===== src/rtl/dmf_pkg.sv =====
// ----------------------------------------------------------------------------
// dmf_pkg
// shared types, constants and helpers of the disk mean filter
// ----------------------------------------------------------------------------
package dmf_pkg;

    localparam int RADIUS     = 4;
    localparam int SPAN       = 2 * RADIUS + 1;
    localparam int IDX_BITS   = 4;
    localparam int PIX_BITS   = 16;
    localparam int COL_BITS   = 10;
    localparam int ROW_BITS   = 10;
    localparam int DIM_BITS   = 11;
    localparam int SLOT_BITS  = 4;
    localparam int ADDR_BITS  = SLOT_BITS + COL_BITS;
    localparam int REACH_BITS = 5;
    localparam int SUM_BITS   = 23;
    localparam int CNT_BITS   = 7;
    localparam int QUO_BITS   = SUM_BITS + 8;
    localparam int MEAN_BITS  = 24;
    localparam int DIV_BITS   = 5;

    localparam logic [DIM_BITS-1:0] MAX_DIM = 11'd1024;
    localparam logic [IDX_BITS-1:0] IDX_LAST = IDX_BITS'(SPAN - 1);

    typedef enum logic [1:0] {
        CFG_WIDTH  = 2'd0,
        CFG_HEIGHT = 2'd1,
        CFG_REACH  = 2'd2
    } cfg_index_t;

    typedef enum logic {
        OP_PIXEL = 1'b0,
        OP_DRAIN = 1'b1
    } op_t;

    typedef enum logic [2:0] {
        ST_IDLE,
        ST_SCAN,
        ST_FLUSH,
        ST_PREP,
        ST_DIV,
        ST_DONE
    } back_state_t;

    typedef struct packed {
        logic [DIM_BITS-1:0]   width;
        logic [DIM_BITS-1:0]   height;
        logic [REACH_BITS-1:0] reach;
    } frame_cfg_t;

    typedef struct packed {
        logic                 en;
        logic [ADDR_BITS-1:0] addr;
        logic [PIX_BITS-1:0]  data;
    } store_wr_t;

    typedef struct packed {
        logic [ROW_BITS-1:0] row;
        logic [COL_BITS-1:0] col;
        logic                last;
    } job_t;

    // square of (idx - RADIUS) for a window index
    function automatic logic [REACH_BITS-1:0] offset_sq(input logic [IDX_BITS-1:0] idx);
        logic [IDX_BITS-1:0] mag;
        mag = (idx >= IDX_BITS'(RADIUS)) ? idx - IDX_BITS'(RADIUS) : IDX_BITS'(RADIUS) - idx;
        return REACH_BITS'(mag) * REACH_BITS'(mag);
    endfunction

endpackage


===== src/rtl/dmf_job_queue.sv =====
// ----------------------------------------------------------------------------
// dmf_job_queue
// two-entry queue of pending result positions between front and back
// ----------------------------------------------------------------------------
module dmf_job_queue
    import dmf_pkg::*;
(
    input  logic clk,
    input  logic rst_n,
    input  logic push,
    input  job_t push_job,
    input  logic pop,
    output job_t head,
    output logic empty,
    output logic full
);

    job_t       slot_reg [0:1];
    logic       wr_ptr_reg, wr_ptr_next;
    logic       rd_ptr_reg, rd_ptr_next;
    logic [1:0] count_reg, count_next;
    logic       do_push, do_pop;

    assign empty   = (count_reg == 2'd0);
    assign full    = (count_reg == 2'd2);
    assign do_push = push && !full;
    assign do_pop  = pop && !empty;
    assign head    = slot_reg[rd_ptr_reg];

    always_comb
    begin
        wr_ptr_next = do_push ? ~wr_ptr_reg : wr_ptr_reg;
        rd_ptr_next = do_pop ? ~rd_ptr_reg : rd_ptr_reg;
        count_next  = count_reg + {1'b0, do_push} - {1'b0, do_pop};
    end

    always_ff @(posedge clk or negedge rst_n)
    begin
        if (!rst_n)
        begin
            wr_ptr_reg <= 1'b0;
            rd_ptr_reg <= 1'b0;
            count_reg  <= 2'd0;
        end
        else
        begin
            wr_ptr_reg <= wr_ptr_next;
            rd_ptr_reg <= rd_ptr_next;
            count_reg  <= count_next;
        end
    end

    always_ff @(posedge clk)
    begin
        if (do_push)
        begin
            slot_reg[wr_ptr_reg] <= push_job;
        end
    end

endmodule


===== config.mk =====
export PLATFORM = sky130hd
export DESIGN_NAME = dmf_job_queue
export DESIGN_NICKNAME = d
export VERILOG_FILES = /design/src/rtl/dmf_pkg.sv /design/src/rtl/dmf_job_queue.sv
export SDC_FILE = /design/constraint.sdc
export NUM_CORES = 1
export LEC_CHECK = 0
export BUFFER_PORTS_ARGS = -buffer_cell sky130_fd_sc_hd__buf_4
export CAP_MARGIN = 20
export CORE_ASPECT_RATIO = 1.75
export CORE_MARGIN = 1
export CORE_UTILIZATION = 50
export DETAILED_ROUTE_END_ITERATION = 7
export HOLD_SLACK_MARGIN = 0.03
export PLACE_DENSITY = 0.8
export SLEW_MARGIN = 10
export SYNTH_ARGS = -nofsm -noshare
export SYNTH_HDL_FRONTEND = slang
export SYNTH_SLANG_ARGS = --single-unit

===== constraint.sdc =====
create_clock -name clk -period 2.9 [get_ports clk]
set_input_delay 0.435 -clock clk [delete_from_list [all_inputs] [get_ports clk]]
set_output_delay 0.435 -clock clk [all_outputs]
set_load 0.05 [all_outputs]

Yosys cells after proc, flatten, opt, wreduce, memory -nomap -nowiden
Memories as Yosys holds them, arrays and structs flattened. Cells that the tools add are included.

Bitwise logic cells: 2. Equality and inequality tests: 1. Add/subtract/negate cells: 2. Mux-type cells: 2. Reduce and logical (&&, ||, !) cells: 5.

Operators by type and width (count): adder 2 x 1 -> 2 bit (1); equality test 2 bit, second input constant (1); logical AND 1 bit (2); zero test 1 bit (2); zero test 2 bit (1); two-way mux 1 bit (2); NOT 1 bit (2); subtractor 2 x 1 -> 2 bit (1).

Memories kept: 1. Logic and storage cells: 16. Input port bits: 25. Register bits after elaboration: 4. Output and inout port bits: 23. RAM bits: 42.

Memory list: slot_reg (words 2, bits a word 21, read ports 1, clocked after memory_dff 0, write ports 1, line dmf_job_queue.sv:18) `job_t slot_reg [0:1];`.

Longest topological paths before layout
Depth after elaboration: 5. Mapped depth: 7. Depth with buffers taken out: 7.

Worst setup path after synthesis
OpenSTA, ideal clock, no wires.

Kind: reg2reg. Start: register count_reg[1]. End: register count_reg[1]. Library setup time: 0.123 ns. Data required time: 2.777 ns. Period minus slack after synthesis: 2.093 ns. Path slack: 0.807 ns. Data arrival time: 1.970 ns. Path buffers: 0. Cell stages (with the launch flop): 8. Path through: dfrtp_1 > nor2_1 > nor2b_2 > ha_1 > inv_1 > ha_1 > xnor2_1 > xnor2_1.

Elaborated cells between the ends (all ways): 8. Classes of those cells: add/sub (2); eq/ne (1); reduce/logical (5).

RTL lines: start: declaration (line dmf_job_queue.sv:21) `logic [1:0] count_reg, count_next;`; start signal: assignment (line dmf_job_queue.sv:49) `count_reg <= count_next;`; zero test 2 bit (line dmf_job_queue.sv:24) `assign empty = (count_reg == 2'd0);`; net empty (line dmf_job_queue.sv:14) `output logic empty,`; zero test 1 bit (line dmf_job_queue.sv:27) `assign do_pop = pop && !empty;`; logical AND 1 bit (line dmf_job_queue.sv:27); net do_pop (line dmf_job_queue.sv:22) `logic do_push, do_pop;`; subtractor 2 x 1 -> 2 bit (line dmf_job_queue.sv:34) `count_next = count_reg + {1'b0, do_push} - {1'b0, do_pop};`; net count_next[1] (line dmf_job_queue.sv:21).

The timed path passes the listed nets, and every way through them passes these cells. A chain may end at the register's enable or synchronous reset.

==> flow_metrics.env <==
export IMPL_largest_reg_flops=42
export IMPL_syn_nets=110
export IMPL_layout_drive_gt1_share_pct=57.2
export IMPL_via_count=893
export IMPL_numCtsBuffers=5
export IMPL_critPathArrivalTime_ns=1.86
export IMPL_final_cells=181
export IMPL_dieWidth_um=46.3
export IMPL_p_leak_nw=0.884
export IMPL_grt_pass1_vias=945
export IMPL_rsz0062_at_grt="no"
export IMPL_met1_length_um=897
export IMPL_cp_data_required_time_ns=2.47
export IMPL_cts_root_buf="clkbuf_8"
export IMPL_fin_crit_ns=2.29
export IMPL_place_congestion=0.610
export IMPL_ant_nets=0
export IMPL_start_util_pct=53.6
export IMPL_cts_max_level=2
export IMPL_synth_area_top_cells="edfxtp_1 (73%), mux2_2 (14%), dfrtp_1 (5.8%)"
export IMPL_fin_setup_tns_ns=0
export IMPL_setup_viol=0
export IMPL_finalNetCount=164
export IMPL_gr_usage_all_layers_pct=15.7
export IMPL_dr_pass1_iters=4
export IMPL_cts_tree="done"
export IMPL_clkPwrFrac_pct=20.8
export IMPL_dp_hpwl_um=1850
export IMPL_synth_cell_types=13
export IMPL_p_per_area_nw_per_um2=1200
export IMPL_syn_to_final_growth_pct=31.8
export IMPL_insertion_delay_ns=0.29
export IMPL_first_iter_violations=23
export IMPL_fin_crit_sh_pct=79.1
export IMPL_syn_avg_cell_area_um2=20.7
export IMPL_tightest_slew_ns=0.964
export IMPL_grt_start_max_net_pins=23
export IMPL_status="completed"
export IMPL_dp_cells=172
export IMPL_ys_seq_area_share_pct=79.1
export IMPL_ios=48
export IMPL_power_internal_mw=1.68
export IMPL_worstSetupPathType="flop to output port"
export IMPL_grt_pass1_wl_um=3880
export IMPL_drv_slew=0
export IMPL_endpoint_kind="output port"
export IMPL_layout_common_cells="buf_4 (48), edfxtp_1 (42), mux2_2 (21)"
export IMPL_wl_met3_um=147
export IMPL_swShare_pct=38.4
export IMPL_crit_path_start_kind="flop"
export IMPL_drv_cap=0
export IMPL_slew_headroom_pct=35.7
export IMPL_yosysWarningCount=0
export IMPL_fin_skew_ns=0.00602
export IMPL_die_height_um=79.6
export IMPL_postCtsSetupRepairBufs=0
export IMPL_io_buffers=47
export IMPL_pwr_share_comb_pct=41.9
export IMPL_wirelength_um=2620
export IMPL_ys_seq_elements=46
export IMPL_fmax_mhz=436
export IMPL_placementRows=27
export IMPL_reg2reg_depth=2
export IMPL_finalPower_mw=2.73
export IMPL_viasPerCell=4.93
export IMPL_layout_commonest_cell="buf_4"
export IMPL_peakVddDrop_v=0.000861
export IMPL_synth_top_area_cell="edfxtp_1"
export IMPL_p_switching_mw=1.05
export IMPL_clock_path_buffers=2
export IMPL_cp_max_fo=22
export IMPL_dieArea_um2=3690
export IMPL_fillers=219
export IMPL_drc_errors=0
export IMPL_routed_wl_met2_um=1510
export IMPL_clkTransAtPathRegs_ns=0.08
export IMPL_wl_per_cell_um=14.5
export IMPL_highest_layer="met4"
export IMPL_worstHoldPathCells=1
export IMPL_antenna_found_initial=0
export IMPL_syn_area_um2=1720
export IMPL_syn_inst=83
export IMPL_core_area_um2=3210
export IMPL_antennaDiodeCount=0
export IMPL_clkSinkCount=46
export IMPL_hold_path_class="input port to flop"
export IMPL_finalHoldViolCount=0
export IMPL_pwr_share_seq_pct=37.4
export IMPL_grt_overflow=0
export IMPL_yosysTopAreaCellShare_pct=73.3
[worst max-delay path: stages, from the launching register on]
cell	delay [ns]
dfrtp_1	0.95
mux2_2	0.42
buf_4	0.19
[power groups by stage]
stage          logic (mW)  registers [mW]  clock network (mW)
6_report             1.14            1.02               0.566
5_1_grt              1.19            1.04               0.597
3_5_place_dp         1.15            1.04                   0
4_1_cts              1.15            1.02               0.576
3_3_place_gp         1.13            1.03                   0
2_1_floorplan       0.904           0.970                   0
[metrics by stage]
step | hold WS [ns] | cell area [um^2] | utilization [%] | setup WS (ns)
3_5_place_dp | 0.235 | 2110 | 65.9 | 0.901
6_report | 0.320 | 2270 | 70.6 | 0.607
3_3_place_gp | 0.232 | 2110 | 65.9 | 0.910
5_1_grt | 0.308 | 2270 | 70.6 | 0.520
2_1_floorplan | 0.139 | 1720 | - | 0.807
4_1_cts | 0.312 | 2270 | 70.6 | 0.566
[logic make-up after synthesis]
group | after synthesis | share of synthesized area, %
flip-flops | 46 | 79.1
adder cells (fa/ha/maj) | 2 | 1.45
AND/OR/NAND/NOR | 6 | 1.89
XOR/XNOR | 4 | 2.04
multiplexers | 21 | 13.7
buffers and inverters | 4 | 1.75
[routing by layer]
| layer | vias up | GRT usage [%] |
|---|---|---|
| li1 | 421 | - |
| met1 | 421 | 14.5 |
| met3 | 8 | 5.20 |
| met4 | 0 | 8.82 |
| met5 | - | 0 |
| met2 | 43 | 27.5 |
[path summary, 6_finish.rpt]
| path | start | endpoint | slack [ns] |
|---|---|---|---|
| worst max-delay path | rd_ptr_reg$_DFFE_PN0P_ | head[12] | 0.61 |
| worst min-delay path | push_job[5] | slot_reg[0][5]$_DFFE_PP_ | 0.32 |
| worst max register to register | count_reg[1]$_DFF_PN0_ | slot_reg[1][17]$_DFFE_PP_ | 1.18 |
| worst min register to register | wr_ptr_reg$_DFFE_PN0P_ | wr_ptr_reg$_DFFE_PN0P_ | 0.52 |
| max in group asynchronous | rst_n | rd_ptr_reg$_DFFE_PN0P_ | 2.33 |
| min in group asynchronous | rst_n | wr_ptr_reg$_DFFE_PN0P_ | 0.47 |
[final cells by class]
class	instances	area [um^2]	share of cell area, %
tap	43	53.8	2.37
inverter	2	7.51	0.331
clock buffer	6	82.6	3.64
clock inverter	2	60.1	2.65
sequential	46	1360	60.0
multi-input combinational	33	332	14.6
timing repair buffer	49	370	16.3
[repair_timing]
action | in CTS | in global routing
hold buffers | 1 | 0
resized for setup | 0 | 0
hold endpoints to repair | 4 | 0
[cells in the mapped netlist]
cell / n
dfrtp_1: 4
edfxtp_1: 42
nand2b_1: 1
xor2_1: 1
xnor2_1: 3
inv_1: 2
nand2_1: 1
nor2_1: 2
nor2b_2: 1
buf_6: 2
and3_1: 1
ha_1: 2
mux2_2: 21
No activity file was read; power rests on OpenSTA's default activity.
