--- src/rtl/dmf_pkg.sv ---
// ----------------------------------------------------------------------------
// dmf_pkg
// shared types, constants and helpers of the disk mean filter
// ----------------------------------------------------------------------------
package dmf_pkg;

    localparam int RADIUS     = 4;
    localparam int SPAN       = 2 * RADIUS + 1;
    localparam int IDX_BITS   = 4;
    localparam int PIX_BITS   = 16;
    localparam int COL_BITS   = 10;
    localparam int ROW_BITS   = 10;
    localparam int DIM_BITS   = 11;
    localparam int SLOT_BITS  = 4;
    localparam int ADDR_BITS  = SLOT_BITS + COL_BITS;
    localparam int REACH_BITS = 5;
    localparam int SUM_BITS   = 23;
    localparam int CNT_BITS   = 7;
    localparam int QUO_BITS   = SUM_BITS + 8;
    localparam int MEAN_BITS  = 24;
    localparam int DIV_BITS   = 5;

    localparam logic [DIM_BITS-1:0] MAX_DIM = 11'd1024;
    localparam logic [IDX_BITS-1:0] IDX_LAST = IDX_BITS'(SPAN - 1);

    typedef enum logic [1:0] {
        CFG_WIDTH  = 2'd0,
        CFG_HEIGHT = 2'd1,
        CFG_REACH  = 2'd2
    } cfg_index_t;

    typedef enum logic {
        OP_PIXEL = 1'b0,
        OP_DRAIN = 1'b1
    } op_t;

    typedef enum logic [2:0] {
        ST_IDLE,
        ST_SCAN,
        ST_FLUSH,
        ST_PREP,
        ST_DIV,
        ST_DONE
    } back_state_t;

    typedef struct packed {
        logic [DIM_BITS-1:0]   width;
        logic [DIM_BITS-1:0]   height;
        logic [REACH_BITS-1:0] reach;
    } frame_cfg_t;

    typedef struct packed {
        logic                 en;
        logic [ADDR_BITS-1:0] addr;
        logic [PIX_BITS-1:0]  data;
    } store_wr_t;

    typedef struct packed {
        logic [ROW_BITS-1:0] row;
        logic [COL_BITS-1:0] col;
        logic                last;
    } job_t;

    // square of (idx - RADIUS) for a window index
    function automatic logic [REACH_BITS-1:0] offset_sq(input logic [IDX_BITS-1:0] idx);
        logic [IDX_BITS-1:0] mag;
        mag = (idx >= IDX_BITS'(RADIUS)) ? idx - IDX_BITS'(RADIUS) : IDX_BITS'(RADIUS) - idx;
        return REACH_BITS'(mag) * REACH_BITS'(mag);
    endfunction

endpackage

--- src/rtl/dmf_back.sv ---
// ----------------------------------------------------------------------------
// dmf_back
// walks the disk window of one position, sums in-frame neighbours, divides
// ----------------------------------------------------------------------------
module dmf_back
    import dmf_pkg::*;
(
    input  logic                  clk,
    input  logic                  rst_n,
    input  frame_cfg_t            cfg,
    input  job_t                  job_head,
    input  logic                  job_empty,
    output logic                  job_pop,
    output logic                  rd_en,
    output logic [ADDR_BITS-1:0]  rd_addr,
    input  logic [PIX_BITS-1:0]   rd_data,
    output logic                  empty,
    input  logic                  pop,
    output logic [MEAN_BITS-1:0]  mean_value,
    output logic                  frame_end,
    output logic                  last_done
);

    back_state_t           state_reg, state_next;
    job_t                  job_reg;
    logic [IDX_BITS-1:0]   j_reg, k_reg;
    logic                  hit_reg;
    logic [SUM_BITS-1:0]   sum_reg;
    logic [CNT_BITS-1:0]   cnt_reg;
    logic [QUO_BITS-1:0]   qd_reg;
    logic [CNT_BITS-1:0]   rem_reg;
    logic [DIV_BITS-1:0]   div_reg;
    logic                  res_valid_reg;
    logic [MEAN_BITS-1:0]  mean_reg;
    logic                  end_reg;

    logic                  scan_en, scan_last, load_res, div_last, hit, ge;
    logic signed [DIM_BITS:0] y, x;
    logic [REACH_BITS:0]   disk_sq;
    logic [CNT_BITS:0]     rem_shift;

    always_comb
    begin
        y         = $signed({2'b00, job_reg.row}) + $signed({{(DIM_BITS-IDX_BITS+1){1'b0}}, j_reg})
                    - (DIM_BITS+1)'(RADIUS);
        x         = $signed({2'b00, job_reg.col}) + $signed({{(DIM_BITS-IDX_BITS+1){1'b0}}, k_reg})
                    - (DIM_BITS+1)'(RADIUS);
        disk_sq   = {1'b0, offset_sq(j_reg)} + {1'b0, offset_sq(k_reg)};
        hit       = !y[DIM_BITS] && (y[DIM_BITS-1:0] < cfg.height) &&
                    !x[DIM_BITS] && (x[DIM_BITS-1:0] < cfg.width) &&
                    (disk_sq <= {1'b0, cfg.reach});
        scan_last = (j_reg == IDX_LAST) && (k_reg == IDX_LAST);
        div_last  = (div_reg == DIV_BITS'(QUO_BITS - 1));
        rem_shift = {rem_reg, qd_reg[QUO_BITS-1]};
        ge        = (rem_shift >= {1'b0, cnt_reg});
    end

    // next state
    always_comb
    begin
        state_next = state_reg;
        case (state_reg)
            ST_IDLE:  state_next = job_empty ? ST_IDLE : ST_SCAN;
            ST_SCAN:  state_next = scan_last ? ST_FLUSH : ST_SCAN;
            ST_FLUSH: state_next = ST_PREP;
            ST_PREP:  state_next = ST_DIV;
            ST_DIV:   state_next = div_last ? ST_DONE : ST_DIV;
            ST_DONE:  state_next = (!res_valid_reg || pop) ? ST_IDLE : ST_DONE;
            default:  state_next = ST_IDLE;
        endcase
    end

    // outputs of the sequencer
    always_comb
    begin
        job_pop  = 1'b0;
        scan_en  = 1'b0;
        load_res = 1'b0;
        case (state_reg)
            ST_IDLE: job_pop  = !job_empty;
            ST_SCAN: scan_en  = 1'b1;
            ST_DONE: load_res = !res_valid_reg || pop;
            default:
            begin
                job_pop = 1'b0;
            end
        endcase
    end

    assign rd_en     = scan_en && hit;
    assign rd_addr   = {y[SLOT_BITS-1:0], x[COL_BITS-1:0]};
    assign last_done = load_res && job_reg.last;

    always_ff @(posedge clk or negedge rst_n)
    begin
        if (!rst_n)
        begin
            state_reg     <= ST_IDLE;
            hit_reg       <= 1'b0;
            res_valid_reg <= 1'b0;
        end
        else
        begin
            state_reg <= state_next;
            hit_reg   <= scan_en && hit;
            if (load_res)
            begin
                res_valid_reg <= 1'b1;
            end
            else if (pop)
            begin
                res_valid_reg <= 1'b0;
            end
        end
    end

    always_ff @(posedge clk)
    begin
        if (job_pop)
        begin
            job_reg <= job_head;
            j_reg   <= '0;
            k_reg   <= '0;
            sum_reg <= '0;
            cnt_reg <= '0;
        end
        else
        begin
            if (scan_en)
            begin
                if (k_reg == IDX_LAST)
                begin
                    k_reg <= '0;
                    j_reg <= j_reg + IDX_BITS'(1);
                end
                else
                begin
                    k_reg <= k_reg + IDX_BITS'(1);
                end
            end
            if (hit_reg)
            begin
                sum_reg <= sum_reg + SUM_BITS'(rd_data);
                cnt_reg <= cnt_reg + CNT_BITS'(1);
            end
        end
        if (state_reg == ST_PREP)
        begin
            qd_reg  <= {sum_reg, 8'b0};
            rem_reg <= '0;
            div_reg <= '0;
        end
        else if (state_reg == ST_DIV)
        begin
            qd_reg  <= {qd_reg[QUO_BITS-2:0], ge};
            rem_reg <= ge ? CNT_BITS'(rem_shift - {1'b0, cnt_reg}) : rem_shift[CNT_BITS-1:0];
            div_reg <= div_reg + DIV_BITS'(1);
        end
        if (load_res)
        begin
            mean_reg <= (cnt_reg == '0) ? '0 : qd_reg[MEAN_BITS-1:0];
            end_reg  <= job_reg.last;
        end
    end

    assign empty      = !res_valid_reg;
    assign mean_value = mean_reg;
    assign frame_end  = end_reg;

    a_count_nonzero: assert property (@(posedge clk) disable iff (!rst_n)
        (state_reg == ST_DIV) |-> (cnt_reg != '0))
        else $error("dividing by an empty neighbour count");

    a_scan_exit: assert property (@(posedge clk) disable iff (!rst_n)
        (state_reg == ST_SCAN) |=> (state_reg == ST_SCAN) || (state_reg == ST_FLUSH))
        else $error("window scan left early");

endmodule
--- config.mk ---
export PLATFORM = sky130hd
export DESIGN_NAME = dmf_back
export DESIGN_NICKNAME = d
export VERILOG_FILES = /design/src/rtl/dmf_pkg.sv /design/src/rtl/dmf_back.sv
export SDC_FILE = /design/constraint.sdc
export NUM_CORES = 1
export LEC_CHECK = 0
export BUFFER_PORTS_ARGS = -buffer_cell sky130_fd_sc_hd__buf_2
export CORE_MARGIN = 1.5
export CORE_UTILIZATION = 40
export DETAILED_ROUTE_END_ITERATION = 10
export HOLD_SLACK_MARGIN = 0.03
export SLEW_MARGIN = 0
export SYNTH_ARGS = -nofsm -noshare
export SYNTH_HDL_FRONTEND = slang
export SYNTH_SLANG_ARGS = --single-unit
--- constraint.sdc ---
create_clock -name clk -period 5.1 [get_ports clk]
set_input_delay 0.255 -clock clk [delete_from_list [all_inputs] [get_ports clk]]
set_output_delay 0.255 -clock clk [all_outputs]
set_load 0.02 [all_outputs]
==> Word-level counts from Yosys, hierarchy flattened <==
Cells that the tools add are included.
{ "totals": {"reg_bits": 132, "in_bits": 68, "out_inout_bits": 43, "word_cells": 80} }
{ "classes": {"n_addsub": 15, "multipliers": 2, "n_lt_le_gt_ge": 6, "eq_ne": 8, "muxes": 16, "reduce_logical": 17} }
{ "op_table": {"columns": ["cell", "n"], "rows": [
  ["$mux 31", 2],
  ["$sub 11x3->12 const B", 2],
  ["$add 23x16->23", 1],
  ["$add 10x4->11", 2],
  ["$lt 11x11->1", 2],
  ["$pmux 3 s6", 1],
  ["$mux 4", 3],
  ["$mul 4x4->5", 2],
  ["$add 4x1->4 const B", 2],
  ["$eq 4x4->1 const B", 2],
  ["$ge 4x3->1 const B", 2],
  ["$ge 8x7->1", 1],
  ["$sub 3x4->4 const A", 2],
  ["$sub 4x3->4 const B", 2],
  ["$add 7x1->7 const B", 1],
  ["$logic_and 1x1->1", 7],
  ["$logic_not 7->1", 1],
  ["$mux 1", 7],
  ["$mux 7", 1],
  ["$sub 7x7->7", 1],
  ["$add 5x5->6", 1],
  ["$eq 3x2->1 const B", 2],
  ["$eq 3x3->1 const B", 2],
  ["$le 6x5->1", 1],
  ["other kinds (10)", 14]
]} }

==> Depth between registers and ports, before layout <==
{ "logic_depth": {"ltp_word": 8, "ltp_mapped": 20, "ltp_nobuf": 19} }

==> Worst setup path before layout <==
Ideal clock, no wire load.
{ "synth_timing": {"path_kind": "flip-flop to output port", "startpoint": "register k_reg[2]", "endpoint": "output port rd_en", "arrival_time_ns": 4.138, "required_ns": 4.845, "setup_slack_ns": 0.707, "stages_incl_launch_ff": 18, "n_path_buf": 0, "path_cell_list": "dfxtp_1 inv_1 ha_1 inv_1 ha_1 a21o_1 a21oi_1 o21ai_0 or4_1 a41oi_1 o21bai_1 xnor2_1 ha_1 a222oi_1 nand4_1 a2111oi_0 o2111ai_1 a221oi_1"} }
{ "synth_between": {"elab_chain_len": 7, "word_cells_on_any_way": 15, "classes_between": "add/sub (5); mul (1); order compare (3); mux (1); reduce/logical (5)"} }
{ "synth_rtl": {"columns": ["item", "line_no", "source"], "rows": [
  ["start, declared", "dmf_back.sv:26", "logic [IDX_BITS-1:0] j_reg, k_reg;"],
  ["start signal, assigned", "dmf_back.sv:138", "k_reg <= k_reg + IDX_BITS'(1);"],
  ["$sub 3x4->4, or another cell as far along", "dmf_pkg.sv:67", "mag = (idx >= IDX_BITS'(RADIUS)) ? idx - IDX_BITS'(RADIUS) : IDX_BITS'(RADIUS) - idx;"],
  ["$mux 4 or $sub 11x3->12 (tied branches)", "dmf_pkg.sv:67, dmf_back.sv:47", null],
  ["$mul 4x4->5 or $logic_not 1->1 (tied branches)", "dmf_pkg.sv:68, dmf_back.sv:50", null],
  ["$add 5x5->6 or $logic_and 1x1->1 (tied branches)", "dmf_back.sv:48, dmf_back.sv:49", null],
  ["$le 6x5->1 or $logic_and 1x1->1 (tied branches)", "dmf_back.sv:51, dmf_back.sv:50", null],
  ["$logic_and 1x1->1 *", "dmf_back.sv:50", "!x[DIM_BITS] && (x[DIM_BITS-1:0] < cfg.width) &&"],
  ["$logic_and 1x1->1 *", "dmf_back.sv:90", "assign rd_en = scan_en && hit;"],
  ["end, declared", "dmf_back.sv:14", "output logic rd_en,"]
]} }
Every way passes the cells marked *; elsewhere a longest branch is shown, timed or not.

==> Worst setup path after layout <==
{ "layout_timing": {"startpoint": "register j_reg[1]", "endpoint": "output port rd_en"} }
{ "layout_between": {"elab_chain_len": 8, "word_cells_on_any_way": 16, "classes_between": "add/sub (5); mul (1); order compare (3); mux (1); reduce/logical (6)"} }
{ "layout_rtl": {"columns": ["item", "line_no", "source"], "rows": [
  ["start, declared", "dmf_back.sv:26", null],
  ["start signal, assigned", "dmf_back.sv:134", "j_reg <= j_reg + IDX_BITS'(1);"],
  ["parallel branches: the longest is 6 deep, another holds $add 5x5->6", null, null],
  ["$logic_and 1x1->1 *", "dmf_back.sv:50", null],
  ["$logic_and 1x1->1 *", "dmf_back.sv:90", null]
]} }
Mark *: on every way between the ends.

==> impl_table.tex <==
\begin{tabular}{lr}
\hline
Metric & Value \\
\hline
\multicolumn{2}{l}{\textbf{Route}} \\
\quad Drt drc & 0 \\
\quad Initial DRT Pass Iterations & 4 \\
\quad Post-DR vias/cell & a little under 5 \\
\quad Number of routed nets with antenna violations & 0 \\
\quad DR vias & just over 6000 \\
\quad Total length of routed wires & $\sim$17000 um \\
\quad Starting DRC count in detailed routing & 229 \\
\quad Detail-routed net length per standard cell & 13.65 um \\
\multicolumn{2}{l}{\textbf{Finish}} \\
\quad Net total in the final layout & $\sim$1100 \\
\quad Area Overhead vs Synth & 21.42\% \\
\quad Final core area utilization & about half \\
\quad Filler cell count & 1899 \\
\quad Diode count & 0 \\
\quad Largest register FFs & 31 \\
\quad Share of layout cells above drive strength 1 & approximately 17\% \\
\multicolumn{2}{l}{\textbf{STA}} \\
\quad Final hold vios & 0 \\
\quad Worst Skew & about 0.0094 ns \\
\quad Portion of the clock cycle consumed by the worst path in the final layout & 94.28\% \\
\quad Headroom to the max-slew limit & roughly two fifths \\
\quad Achievable Freq & 208.0 MHz \\
\quad Setup-failing EPs final & 0 \\
\quad Minimum setup slack in the final design & around 0.3 ns \\
\quad Sum of negative setup slack & 0 ns \\
\quad Number of max-slew violations in the final report & 0 \\
\quad Min cycle time layout & around 4.8 ns \\
\quad Actual slew at the worst max-slew pin & roughly 0.89 ns \\
\multicolumn{2}{l}{\textbf{Clocking}} \\
\quad Clock Sinks & approximately 130 \\
\quad H-tree depth & 4 \\
\quad Worst-skew pair later-pin latency & approximately 0.43 ns \\
\quad Clock transition at the register clock pins on the worst setup and hold paths after CTS & approximately 0.06 ns \\
\quad Library cell used as clock root buffer & clkbuf\_16 \\
\quad Total clock buffers created by CTS & 17 \\
\quad CTS tree & yes \\
\quad Deepest clock path buffer count & 2 \\
\multicolumn{2}{l}{\textbf{Global routing}} \\
\quad Total overflow reported by the global router & 0 \\
\quad Vias in the first global route & between 5000 and 6000 \\
\quad GRT Overall Usage & 17.08\% \\
\quad Largest net degree at the start of global routing & 48 \\
\quad Antenna violations before repair & 0 \\
\quad Wire length of the first global-routing pass & around 28000 um \\
\multicolumn{2}{l}{\textbf{Worst setup path}} \\
\quad Setup Crit Path Kind & register to output port \\
\quad Worst path required time & around 4.9 ns \\
\quad Crit path capture type & output port \\
\quad Critical Path Start Type & register \\
\quad Maximum fanout encountered on the critical timing path & 8 \\
\quad Arrival time of the worst setup path & 4.55 ns \\
\multicolumn{2}{l}{\textbf{Placement}} \\
\quad Setup WS pre-CTS & $\sim$0.35 ns \\
\quad Global placer's final weighted congestion & between 0.8 and 0.9 \\
\quad DPL Wire Length & between 10000 and 15000 um \\
\quad Input/output buffers & 110 \\
\multicolumn{2}{l}{\textbf{Power}} \\
\quad Largest vdd supply drop & 0.0002372 V \\
\quad LEAKAGE & approximately 4.4 nW \\
\quad PD cells & 351.7 mW/mm\^{}2 \\
\quad Total chip power & between 3 and 4 mW \\
\multicolumn{2}{l}{\textbf{Logic synthesis}} \\
\quad Post-synthesis sequential area ratio & a little over two fifths \\
\quad Warnings from Yosys & 0 \\
\quad Synth cell types & 60 \\
\quad Top-count cell post-synth & ha\_1 \\
\quad Number of synthesized flops with an enable pin & 69 \\
\quad Async S/R FF share, synth & under 10\% \\
\quad Post-synth top flop & edfxtp\_1 \\
\quad Netlist area before placement & 0.007908 sq mm \\
\quad Number of synthesized register bits & between 100 and 150 \\
\quad Nets in the synthesized netlist & a little under 1000 \\
\quad Cell taking the most area after synthesis & edfxtp\_1 \\
\quad Average size of a mapped cell & between 9 and 10 sq um \\
\quad Most common library cells after synthesis & ha\_1 (90), inv\_1 (85), nor2\_1 (72) \\
\quad Cell types with the largest area share after synthesis & edfxtp\_1 (26\%), dfxtp\_1 (15\%), ha\_1 (14\%), inv\_1 (4.0\%), xnor2\_1 (3.8\%) \\
\quad Top-area cell type share of the netlist area & between 20\% and 30\% \\
\quad Number of instances in the synthesized netlist & between 800 and 900 \\
\multicolumn{2}{l}{\textbf{Hold path}} \\
\quad Hold WC Path Type & input pin to register \\
\multicolumn{2}{l}{\textbf{Floorplan}} \\
\quad Floorplan die width & 143.6 um \\
\quad Die Height & $\sim$140 um \\
\quad Total Die Area & 0.02062 sq mm \\
\quad Boundary pin count & between 100 and 150 \\
\quad Placement Rows & 51 \\
\quad Core area & 0.01940 sq mm \\
\quad Starting Density & 40.76\% \\
\multicolumn{2}{l}{\textbf{Run status}} \\
\quad Result of the run & finished clean \\
\multicolumn{2}{l}{\textbf{Run}} \\
\quad Max-capacitance violation count & 0 \\
\hline
\end{tabular}
-- cell usage in the layout (no fill, tap or decap), types with 9 or more instances in the layout --
| cell | Yosys | routed |
|---|---|---|
| a22o_1 | 32 | 32 |
| nand3_1 | 14 | 14 |
| edfxtp_1 | 69 | 69 |
| and2_1 | 28 | 28 |
| a21o_1 | 17 | 17 |
| xnor2_1 | 34 | 34 |
| buf_2 | 2 | 109 |
| inv_1 | 85 | 84 |
| nand2_1 | 60 | 60 |
| nor2b_1 | 9 | 9 |
| xor2_1 | 15 | 15 |
| and3_1 | 9 | 9 |
| nor2_1 | 72 | 70 |
| a21oi_1 | 42 | 41 |
| ha_1 | 90 | 90 |
| nor3_1 | 15 | 15 |
| dfxtp_1 | 58 | 57 |
| mux2i_1 | 13 | 13 |
| dlygate4sd3_1 | 0 | 22 |
| o21ai_0 | 35 | 35 |
| clkbuf_16 | 0 | 17 |
-- worst paths after layout --
check	slack, ns	start	depth (start not counted)	to
max reg2reg	0.96	j_reg[1]	17	hit_reg
max	0.29	j_reg[1]	17	rd_en
min in group asynchronous	0.20	rst_n	2	hit_reg
max in group asynchronous	4.74	rst_n	2	state_reg[0]
min reg2reg	0.45	job_reg[0]	0	frame_end
min	0.17	pop	3	res_valid_reg
-- cell families after synthesis --
kind of cell	share of synthesized area [%]
buffers and inverters	4.969
XOR/XNOR	5.427
AND/OR/NAND/NOR	14.38
AO/OA/AOI/OAI	15.10
adder cells (fa/ha/maj)	16.01
multiplexers	1.646
flip-flops	42.47
-- layer usage --
metal | GRT usage (%) | routed length (um) | vias to the layer above
met2 | 28.67 | 7850 | 86
met3 | 3.166 | 468 | 17
met5 | 0 | 0 | -
li1 | - | - | 3130
met1 | 22.09 | 8178 | 2827
met4 | 5.800 | 215 | 0
-- per-stage QoR --
stage                     hold WS [ns]  area, sq um  cells
final                           0.1734         9602   1224
after global routing            0.1943         9602   1224
after CTS                       0.1561         9580   1223
after detailed placement       0.09464         8766   1169
after global placement         0.09915         8766   1169
after floorplan               -0.04059         7908    807
-- power by group --
part,leakage (nW),switching (mW),total [mW],internal (mW)
logic,2.95,0.449,0.841,0.392
clock network,0.282,0.519,1.21,0.692
registers,1.18,0.109,1.33,1.22
-- layout make-up --
class / count / area [sq um] / share of cell area (%)
inverter: 85 / 319.1 / 3.323
timing repair buffer: 139 / 825.8 / 8.600
sequential: 132 / 3359 / 34.99
clock inverter: 15 / 162.7 / 1.694
tap: 265 / 331.6 / 3.453
clock buffer: 17 / 425.4 / 4.431
multi-input combinational: 571 / 4178 / 43.51
-- repair_timing --
action | in CTS | in global routing
gates resized for setup | 1 | 5
pin swaps | 0 | 2
endpoints found under the hold margin | 26 | 0
hold buffers | 22 | 0
endpoints found under the setup margin | 1 | 1
buffers inserted | 0 | 1
-- worst max-delay path: stages (launching register included) --
cell and delay, ns:
dfxtp_1 0.46, ha_1 0.28, ha_1 0.23, fa_1 0.40, a21o_1 0.17, a21oi_1 0.21
o21ai_0 0.15, o21ai_0 0.16, nand2b_1 0.07, a21oi_1 0.28, xor2_1 0.12, ha_1 0.20
a222oi_1 0.30, nand4_1 0.16, a2111oi_2 0.25, o2111ai_1 0.19, a221oi_2 0.29, buf_4 0.21
No activity file was read; power rests on OpenSTA's default activity.
