===== src/rtl/dmf_pkg.sv =====
// ----------------------------------------------------------------------------
// dmf_pkg
// shared types, constants and helpers of the disk mean filter
// ----------------------------------------------------------------------------
package dmf_pkg;

    localparam int RADIUS     = 4;
    localparam int SPAN       = 2 * RADIUS + 1;
    localparam int IDX_BITS   = 4;
    localparam int PIX_BITS   = 16;
    localparam int COL_BITS   = 10;
    localparam int ROW_BITS   = 10;
    localparam int DIM_BITS   = 11;
    localparam int SLOT_BITS  = 4;
    localparam int ADDR_BITS  = SLOT_BITS + COL_BITS;
    localparam int REACH_BITS = 5;
    localparam int SUM_BITS   = 23;
    localparam int CNT_BITS   = 7;
    localparam int QUO_BITS   = SUM_BITS + 8;
    localparam int MEAN_BITS  = 24;
    localparam int DIV_BITS   = 5;

    localparam logic [DIM_BITS-1:0] MAX_DIM = 11'd1024;
    localparam logic [IDX_BITS-1:0] IDX_LAST = IDX_BITS'(SPAN - 1);

    typedef enum logic [1:0] {
        CFG_WIDTH  = 2'd0,
        CFG_HEIGHT = 2'd1,
        CFG_REACH  = 2'd2
    } cfg_index_t;

    typedef enum logic {
        OP_PIXEL = 1'b0,
        OP_DRAIN = 1'b1
    } op_t;

    typedef enum logic [2:0] {
        ST_IDLE,
        ST_SCAN,
        ST_FLUSH,
        ST_PREP,
        ST_DIV,
        ST_DONE
    } back_state_t;

    typedef struct packed {
        logic [DIM_BITS-1:0]   width;
        logic [DIM_BITS-1:0]   height;
        logic [REACH_BITS-1:0] reach;
    } frame_cfg_t;

    typedef struct packed {
        logic                 en;
        logic [ADDR_BITS-1:0] addr;
        logic [PIX_BITS-1:0]  data;
    } store_wr_t;

    typedef struct packed {
        logic [ROW_BITS-1:0] row;
        logic [COL_BITS-1:0] col;
        logic                last;
    } job_t;

    // square of (idx - RADIUS) for a window index
    function automatic logic [REACH_BITS-1:0] offset_sq(input logic [IDX_BITS-1:0] idx);
        logic [IDX_BITS-1:0] mag;
        mag = (idx >= IDX_BITS'(RADIUS)) ? idx - IDX_BITS'(RADIUS) : IDX_BITS'(RADIUS) - idx;
        return REACH_BITS'(mag) * REACH_BITS'(mag);
    endfunction

endpackage


===== src/rtl/dmf_front.sv =====
// ----------------------------------------------------------------------------
// dmf_front
// input beats, configuration, raster counters and decision of due results
// ----------------------------------------------------------------------------
module dmf_front
    import dmf_pkg::*;
(
    input  logic                 clk,
    input  logic                 rst_n,
    input  logic                 push,
    output logic                 full,
    input  logic                 op,
    input  logic [PIX_BITS-1:0]  pixel_value,
    input  logic                 cfg_write,
    input  logic [1:0]           cfg_index,
    input  logic [DIM_BITS-1:0]  cfg_data,
    output frame_cfg_t           cfg,
    output store_wr_t            store_wr,
    output logic                 job_push,
    output job_t                 job,
    input  logic                 job_full,
    input  logic                 last_done
);

    logic [DIM_BITS-1:0]   width_reg, width_next;
    logic [DIM_BITS-1:0]   height_reg, height_next;
    logic [REACH_BITS-1:0] reach_reg, reach_next;
    logic [DIM_BITS-1:0]   in_row_reg, in_row_next;
    logic [COL_BITS-1:0]   in_col_reg, in_col_next;
    logic [ROW_BITS-1:0]   out_row_reg, out_row_next;
    logic [COL_BITS-1:0]   out_col_reg, out_col_next;
    logic                  last_pending_reg, last_pending_next;

    logic [DIM_BITS-1:0]   eff_w, eff_h, w_m1, h_m1;
    logic                  accept, complete, store, wrap, due, last, cfg_hit;
    logic [DIM_BITS-1:0]   col_inc, row_a, ty_raw, tx_raw, ty, tx, oc_inc;
    logic [COL_BITS-1:0]   col_a;

    always_comb
    begin
        eff_w = (width_reg == '0) ? DIM_BITS'(1) : ((width_reg > MAX_DIM) ? MAX_DIM : width_reg);
        eff_h = (height_reg == '0) ? DIM_BITS'(1) :
                ((height_reg > MAX_DIM) ? MAX_DIM : height_reg);
        w_m1  = eff_w - DIM_BITS'(1);
        h_m1  = eff_h - DIM_BITS'(1);
    end

    assign full   = job_full || last_pending_reg;
    assign accept = push && !full;

    always_comb
    begin
        complete = (in_row_reg >= eff_h);
        store    = accept && (op == OP_PIXEL) && !complete;
        col_inc  = {1'b0, in_col_reg} + DIM_BITS'(1);
        wrap     = (col_inc >= eff_w);
        col_a    = store ? (wrap ? '0 : col_inc[COL_BITS-1:0]) : in_col_reg;
        row_a    = (store && wrap) ? in_row_reg + DIM_BITS'(1) : in_row_reg;
        ty_raw   = {1'b0, out_row_reg} + DIM_BITS'(RADIUS);
        tx_raw   = {1'b0, out_col_reg} + DIM_BITS'(RADIUS);
        ty       = (ty_raw > h_m1) ? h_m1 : ty_raw;
        tx       = (tx_raw > w_m1) ? w_m1 : tx_raw;
        due      = (row_a >= eff_h) || (row_a > ty) || ((row_a == ty) && ({1'b0, col_a} > tx));
        job_push = accept && due;
        last     = ({1'b0, out_row_reg} == h_m1) && ({1'b0, out_col_reg} == w_m1);
        oc_inc   = {1'b0, out_col_reg} + DIM_BITS'(1);
    end

    always_comb
    begin
        width_next        = width_reg;
        height_next       = height_reg;
        reach_next        = reach_reg;
        in_row_next       = in_row_reg;
        in_col_next       = in_col_reg;
        out_row_next      = out_row_reg;
        out_col_next      = out_col_reg;
        last_pending_next = last_pending_reg;
        cfg_hit           = 1'b0;
        if (cfg_write)
        begin
            case (cfg_index)
                CFG_WIDTH:
                begin
                    width_next = cfg_data;
                    cfg_hit    = 1'b1;
                end
                CFG_HEIGHT:
                begin
                    height_next = cfg_data;
                    cfg_hit     = 1'b1;
                end
                CFG_REACH:
                begin
                    reach_next = cfg_data[REACH_BITS-1:0];
                    cfg_hit    = 1'b1;
                end
                default:
                begin
                    cfg_hit = 1'b0;
                end
            endcase
        end
        if (cfg_hit || (job_push && last))
        begin
            in_row_next  = '0;
            in_col_next  = '0;
            out_row_next = '0;
            out_col_next = '0;
        end
        else if (accept)
        begin
            in_row_next = row_a;
            in_col_next = col_a;
            if (job_push)
            begin
                if (oc_inc >= eff_w)
                begin
                    out_col_next = '0;
                    out_row_next = out_row_reg + ROW_BITS'(1);
                end
                else
                begin
                    out_col_next = oc_inc[COL_BITS-1:0];
                end
            end
        end
        if (job_push && last)
        begin
            last_pending_next = 1'b1;
        end
        else if (last_done)
        begin
            last_pending_next = 1'b0;
        end
    end

    always_ff @(posedge clk or negedge rst_n)
    begin
        if (!rst_n)
        begin
            width_reg        <= MAX_DIM;
            height_reg       <= MAX_DIM;
            reach_reg        <= REACH_BITS'(4);
            in_row_reg       <= '0;
            in_col_reg       <= '0;
            out_row_reg      <= '0;
            out_col_reg      <= '0;
            last_pending_reg <= 1'b0;
        end
        else
        begin
            width_reg        <= width_next;
            height_reg       <= height_next;
            reach_reg        <= reach_next;
            in_row_reg       <= in_row_next;
            in_col_reg       <= in_col_next;
            out_row_reg      <= out_row_next;
            out_col_reg      <= out_col_next;
            last_pending_reg <= last_pending_next;
        end
    end

    assign cfg.width     = eff_w;
    assign cfg.height    = eff_h;
    assign cfg.reach     = reach_reg;
    assign store_wr.en   = store;
    assign store_wr.addr = {in_row_reg[SLOT_BITS-1:0], in_col_reg};
    assign store_wr.data = pixel_value;
    assign job.row       = out_row_reg;
    assign job.col       = out_col_reg;
    assign job.last      = last;

    a_col_in_row: assert property (@(posedge clk) disable iff (!rst_n)
        {1'b0, in_col_reg} < eff_w)
        else $error("input column beyond frame width");

    a_no_push_full: assert property (@(posedge clk) disable iff (!rst_n)
        job_push |-> !job_full)
        else $error("job pushed into a full queue");

endmodule


===== config.mk =====
export PLATFORM = sky130hd
export DESIGN_NAME = dmf_front
export DESIGN_NICKNAME = d
export VERILOG_FILES = /design/src/rtl/dmf_pkg.sv /design/src/rtl/dmf_front.sv
export SDC_FILE = /design/constraint.sdc
export NUM_CORES = 1
export LEC_CHECK = 0
export BUFFER_PORTS_ARGS = -buffer_cell sky130_fd_sc_hd__buf_2
export CAP_MARGIN = 20
export CORE_ASPECT_RATIO = 0.6
export CORE_MARGIN = 4
export CORE_UTILIZATION = 59
export DETAILED_ROUTE_END_ITERATION = 16
export GPL_TIMING_DRIVEN = 0
export MAX_ROUTING_LAYER = met4
export PLACE_DENSITY_LB_ADDON = 0.05
export SLEW_MARGIN = 10
export SYNTH_ARGS = -nofsm -noshare
export SYNTH_HDL_FRONTEND = slang
export SYNTH_SLANG_ARGS = --single-unit

===== constraint.sdc =====
create_clock -name clk -period 8.4 [get_ports clk]
set_input_delay 0.42 -clock clk [delete_from_list [all_inputs] [get_ports clk]]
set_output_delay 0.42 -clock clk [all_outputs]
set_load 0.05 [all_outputs]

# Yosys cells after proc, flatten, opt, wreduce, memory -nomap -nowiden
# Index checks and enable logic that the tools add are counted.
dict set report op_classes {
  muxes 25
  eq_ne 5
  n_lt_le_gt_ge 10
  n_addsub 8
  n_reduce_logical 27
  n_bitwise 1
}
# operator count
set ops {}
lappend ops {{$mux W10} 12}
lappend ops {{$mux W11} 9}
lappend ops {{$ge A11 B11 Y1} 4}
lappend ops {{$gt A11 B11 Y1} 3}
lappend ops {{$add A10 B1 Y11 const B} 2}
lappend ops {{$add A10 B3 Y11 const B} 2}
lappend ops {{$eq A10 B11 Y1} 2}
lappend ops {{$gt A11 B11 Y1 const B} 2}
lappend ops {{$logic_not A11 Y1} 2}
lappend ops {{$sub A11 B1 Y11 const B} 2}
lappend ops {{$add A11 B1 Y11 const B} 1}
lappend ops {{$eq A11 B11 Y1} 1}
lappend ops {{$gt A10 B11 Y1} 1}
lappend ops {{$add A10 B1 Y10 const B} 1}
lappend ops {{$logic_and A1 B1 Y1} 8}
lappend ops {{$reduce_and A2 Y1} 4}
lappend ops {{$reduce_bool A2 Y1} 4}
lappend ops {{$logic_or A1 B1 Y1} 4}
lappend ops {{$mux W1} 4}
lappend ops {{$reduce_and A3 Y1} 1}
lappend ops {{$reduce_or A3 Y1} 1}
lappend ops {{$eq A2 B1 Y1 const B} 1}
lappend ops {{$eq A2 B2 Y1 const B} 1}
lappend ops {{$logic_not A1 Y1} 2}
lappend ops {{other kinds (2)} 2}
dict set report totals {
  out_inout_bits 81
  reg_bits 69
}

# Logic depth before layout (Yosys ltp)
dict set report depth {
  word_depth 16
  mapped_depth 30
}

# Worst setup path before layout
# No wires, ideal clock.
dict set report synth_timing {
  path_kind {register to register}
  startpoint {register height_reg[2]}
  endpoint {register in_row_reg[0]}
  setup_slack_ns 2.162
  synth_period_minus_slack_ns 6.238
  arrival_time_ns 6.110
  stages_incl_launch_ff 25
  path_buffers 4
  setup_ns 0.128
  path_cell_list {dfrtp_1 or4_1 buf_2 o31ai_4 mux2i_1 inv_1 ha_1 a21o_1 a21o_1 a21oi_1 o221ai_1 o21ai_1 mux2_2 ha_1 nand4_1 or3_1 a2111o_1 a41oi_1 a31oi_1 nand2_1 clkbuf_1 a21o_1 buf_2 buf_4 nor2_1}
}
dict set report synth_via {
  elab_chain_cells 15
}
# item line_no
set synth_rtl {}
lappend synth_rtl {{start: declaration} dmf_front.sv:26} ;# logic [DIM_BITS-1:0] height_reg, height_next;
lappend synth_rtl {{start signal: assignment} dmf_front.sv:154} ;# height_reg <= height_next;
lappend synth_rtl {{$gt A11 B11 Y1} dmf_front.sv:43} ;# ((height_reg > MAX_DIM) ? MAX_DIM : height_reg);
lappend synth_rtl {{$mux W11} dmf_front.sv:43}
lappend synth_rtl {{$mux W11 (*)} dmf_front.sv:42} ;# eff_h = (height_reg == '0) ? DIM_BITS'(1) :
lappend synth_rtl {{branches (longest 7 deep; another with $sub A11 B1 Y11)} --}
lappend synth_rtl {{$logic_or A1 B1 Y1 (*)} dmf_front.sv:63} ;# due = (row_a >= eff_h) || (row_a > ty) || ((row_a == ty) && ({1'b0, col_a} > tx));
lappend synth_rtl {{$logic_and A1 B1 Y1 (*)} dmf_front.sv:64} ;# job_push = accept && due;
lappend synth_rtl {{via job_push} dmf_front.sv:19} ;# output logic job_push,
lappend synth_rtl {{$logic_and A1 B1 Y1 (*)} dmf_front.sv:104} ;# if (cfg_hit || (job_push && last))
lappend synth_rtl {{$logic_or A1 B1 Y1 (*)} dmf_front.sv:104}
lappend synth_rtl {{$mux W11 or $reduce_bool A2 Y1 (tied branches)} --}
lappend synth_rtl {{end signal: assignment} dmf_front.sv:156} ;# in_row_reg <= in_row_next;
lappend synth_rtl {{end: declaration} dmf_front.sv:28} ;# logic [DIM_BITS-1:0] in_row_reg, in_row_next;
# Mark *: on every way through the listed nets, which the timed path passes. The select of a mux whose other input is x is not followed.
# A chain may end at the register's enable or synchronous reset.

# Worst setup path in the final report
dict set report layout_timing {
  startpoint {register width_reg[4]}
  endpoint {output port job_push}
}
dict set report layout_via {
  elab_chain_cells 10
}
# item line_no
set layout_rtl {}
lappend layout_rtl {{start: declaration} dmf_front.sv:25} ;# logic [DIM_BITS-1:0] width_reg, width_next;
lappend layout_rtl {{start signal: assignment} dmf_front.sv:153} ;# width_reg <= width_next;
lappend layout_rtl {{$gt A11 B11 Y1} dmf_front.sv:41} ;# eff_w = (width_reg == '0) ? DIM_BITS'(1) : ((width_reg > MAX_DIM) ? MAX_DIM : width_reg);
lappend layout_rtl {{$mux W11} dmf_front.sv:41}
lappend layout_rtl {{$mux W11 (*)} dmf_front.sv:41}
lappend layout_rtl {{$sub A11 B1 Y11 or $ge A11 B11 Y1 (tied branches)} {dmf_front.sv:44, dmf_front.sv:56}}
lappend layout_rtl {{$gt A11 B11 Y1 (tied with other cells)} dmf_front.sv:62} ;# tx = (tx_raw > w_m1) ? w_m1 : tx_raw;
lappend layout_rtl {{$mux W11 (tied with other cells)} dmf_front.sv:62}
lappend layout_rtl {{$gt A10 B11 Y1 (tied with other cells)} dmf_front.sv:63}
lappend layout_rtl {{$logic_and A1 B1 Y1 or $logic_or A1 B1 Y1 (tied branches)} dmf_front.sv:63}
lappend layout_rtl {{$logic_or A1 B1 Y1 (*)} dmf_front.sv:63}
lappend layout_rtl {{$logic_and A1 B1 Y1 (*)} dmf_front.sv:64}
lappend layout_rtl {{end: declaration} dmf_front.sv:19}
# Every way passes the cells marked *; elsewhere a longest branch is shown, timed or not.

==> key figures <==
Flow run
  • Total of max-cap violations: 0

Clocking
  • Number of buffers added by the clock tree synthesis step: 9
  • Clock latency on the worst-skew pair: 0.35 ns
  • CTS root buffer: clkbuf_16
  • Count of H-tree levels built during CTS: 3
  • CTS Buffer Depth: 2
  • Sinks on Clock Net: 69
  • CTS tree: built
  • Clock transition time at the flip-flop clock pins of the worst setup and hold paths: 0.07 ns
  • Number of buffers inserted for hold repair after clock tree synthesis: 0
  • Number of buffers added for setup after CTS: 0
  • Post-cts resize count: 0

Critical path
  • Kind of cell adding the most delay to the critical path: compound AO/OA/AOI/OAI gates
  • Arrival time reported for the critical path endpoint: 7.14 ns
  • Critical path's most frequent cell: o21ai_0
  • Crit path largest cell delay: 0.53 ns
  • Worst Path Required: 7.98 ns
  • Element type at the critical path end: output pin
  • Worst Path Max Fanout: 10
  • CP Class: register to output pin
  • Slowest cell on the critical path: o21ai_0
  • Count of buffer and inverter cells on the critical path: 4
  • Worst setup SP type: register
  • Crit path cell chain: clkbuf_1 -> nor4_4 -> nand2_1 -> nor2_1 -> o21ai_0 -> ha_1 -> or3b_1 -> o31a_1 -> o21ai_0 -> ha_1 -> nand4_1 -> or2_2 -> a31oi_1 -> o22a_1 -> clkbuf_1 -> o21ai_0 -> ha_1 -> o21ai_0 -> a2111o_1 -> a41oi_1 -> a31oi_1 -> nand2_1 -> clkbuf_1 -> buf_2
  • R2R Setup Slk: 0.91 ns

Place
  • Final HPWL DP: 18.8 mm
  • Count of buffers inserted at the top-level ports: 100
  • Gp weighted congestion: 0.963

Detailed routing
  • Total length of routed wires: 23.3 mm
  • Via-to-Cell Ratio: 6.44
  • Number of iterations in the first detailed-routing pass: 5
  • Violation count after the first detailed-routing iteration: 798
  • Vias: 7,289
  • Number of routed nets with antenna violations: 0
  • DR DRC count: 0
  • Routed wirelength normalized by instance count: 20.6 um

GRT
  • Number of global-route vias before repair: 6,795
  • Overall Global Routing Usage: 34.0%
  • Antenna violations before repair: 0
  • Aggregate global routing overflow: 0
  • Pin count of the biggest net entering global routing: 41
  • First-pass GRT wire length: 36.4 mm

Synth
  • Top cells by instance count after synthesis: ha_1, dfrtp_1, nand2_1
  • Count of flip-flops with a built-in enable after synthesis: 0
  • Netlist area before placement: 7170 um^2
  • Avg Inst Size Synth: 8.41 um^2
  • Number of distinct library cells after synthesis: 73
  • Seq cells post-synth: 69
  • Largest area contributor in the synthesized netlist: dfrtp_1
  • Warning count from the yosys run: 0
  • Most frequent cell after synthesis: ha_1
  • Most used flip-flop cell after synthesis: dfrtp_1
  • Syn Nets: 982
  • Share of the yosys chip area belonging to registers: 24.1%
  • Proportion of register bits with asynchronous set or reset after synthesis: 100%
  • Top-area cell type share of the netlist area: 23.0%
  • Gate count after technology mapping: 853
  • Cell types occupying the most area after synthesis: dfrtp_1, ha_1, xnor2_1, mux2_2, nand2_1

Power
  • Portion of total power attributed to combinational logic: 41.0%
  • LEAKAGE: 4.02 nW
  • Clk pwr share: 30.1%
  • Total internal power: 764 uW
  • Worst voltage drop across the vdd grid: 0.120 mV
  • Power density over the cells: 165 nW/um^2
  • Net switching power figure: 594 uW
  • Switching share of total power: 43.8%
  • Sequential Power Share: 28.9%

Final layout
  • Area overhead of the layout relative to synthesis: 14.4%
  • Final net count: 1,095
  • Antenna diode instance count: 0
  • Share of post-route cells with drive strength above 1: 19.6%

STA
  • Setup tns final: 0 ns
  • Final setup viols: 0
  • Final Max Tran Viols: 0
  • Layout Skew: 0.0114 ns
  • Fin crit share: 90.1%
  • RSZ-0062 raised after global routing: false
  • Number of hold violations in the final report: 0
  • Minimum clock period after layout: 7.56 ns
  • Pin slew with the least headroom to its limit: 1.00 ns
  • Fmax: 0.132 GHz
  • Worst Hold Slack: 0.0183 ns
  • Worst relative slew slack: 32.9%

Die
  • Core area: 11,600 um^2
  • Ports placed on the boundary: 117
  • Die outline width: 150 um
  • Die Y-Extent: 93.4 um
  • Area enclosed by the die boundary: 14,000 um^2
  • Starting Density: 61.9%
  • Placement Rows: 30

Status
  • Outcome: finished clean

Min path
  • Min-delay worst type: input pin to asynchronous set/reset pin
-- layout by cell type (no fill, tap or decap), drive strengths merged, types with 33 or more instances in the layout --
master    n
mux2     33
ha       93
buf     133
clkbuf   45
a21oi    36
nor2     58
inv      52
xnor2    44
nand2    65
o21ai    50
dfrtp    66
-- metal layers --
| metal | routed length, um | track usage, % | up-vias |
|---|---|---|---|
| met5 | 0 | - | - |
| met4 | 437 | 6.93 | 0 |
| met3 | 2770 | 8.04 | 58 |
| met2 | 10000 | 50.4 | 454 |
| met1 | 10100 | 47.5 | 3465 |
| li1 | - | - | 3312 |
-- metrics by stage --
stage / total power [mW] / worst slack (ns) / instance area (um^2) / utilization [%] / instances
floorplan: 0.779 / 2.16 / 7170 / - / 853
detailed placement: 0.938 / 1.13 / 7900 / 68.1 / 1114
CTS: 1.34 / 1.09 / 8200 / 70.7 / 1130
global route: 1.42 / 0.527 / 8210 / 70.8 / 1131
finish: 1.36 / 0.836 / 8210 / 70.8 / 1131
global placement: 0.917 / 1.24 / 7880 / 67.9 / 1113
-- cell type report --
class                      instances  area (um^2)
buffer                            67          350
clock buffer                       9          225
clock inverter                     7         80.1
fill                             955         3390
inverter                          49          184
multi-input combinational        668         4910
sequential                        69         1730
tap                              160          200
timing repair buffer             102          528
-- worst reg2reg max path: stages, from the launching register on --
cell and delay, ns:
dfrtp_1 0.33, clkbuf_1 0.44, nor4_4 0.16, nand2_1 0.12, nor2_1 0.05, o21ai_0 0.53, ha_1 0.47, or3b_1 0.45
o31a_1 0.26, o21ai_0 0.17, ha_1 0.22, nand4_1 0.14, or2_2 0.35, a31oi_1 0.33, o22a_1 0.22, clkbuf_1 0.30
o21ai_0 0.18, ha_1 0.34, o21ai_0 0.08, a2111o_1 0.43, a41oi_1 0.18, a31oi_1 0.14, clkbuf_1 0.29, a21oi_1 0.86
mux2i_1 0.27, nor2_1 0.05
-- power by group through the flow --
stage	registers [mW]	clock network (mW)	logic, mW
after floorplan	0.404	0	0.375
after global placement	0.395	0	0.522
after detailed placement	0.397	0	0.541
after CTS	0.390	0.408	0.544
after global routing	0.395	0.422	0.601
final	0.393	0.408	0.557
-- final timing paths --
path                       depth (start not counted)          from          endpoint
min                                                1         rst_n     in_row_reg[7]
max reg2reg                                       25  width_reg[4]    out_row_reg[1]
min in group clk                                   2     last_done  last_pending_reg
min reg2reg                                        1  reach_reg[4]      reach_reg[4]
max                                               24  width_reg[4]          job_push
max in group asynchronous                          2         rst_n      reach_reg[2]
-- cells by family after synthesis --
| group | share of synthesized area, % |
|---|---|
| mux | 6.02 |
| simple gates | 21.1 |
| fa+ha+maj | 16.2 |
| compound gates | 17.8 |
| xor+xnor | 7.20 |
| flops | 24.1 |
| other cells | 0.0523 |
| buf+inv | 7.45 |
Note: power is estimated with default switching activity, not from simulation.
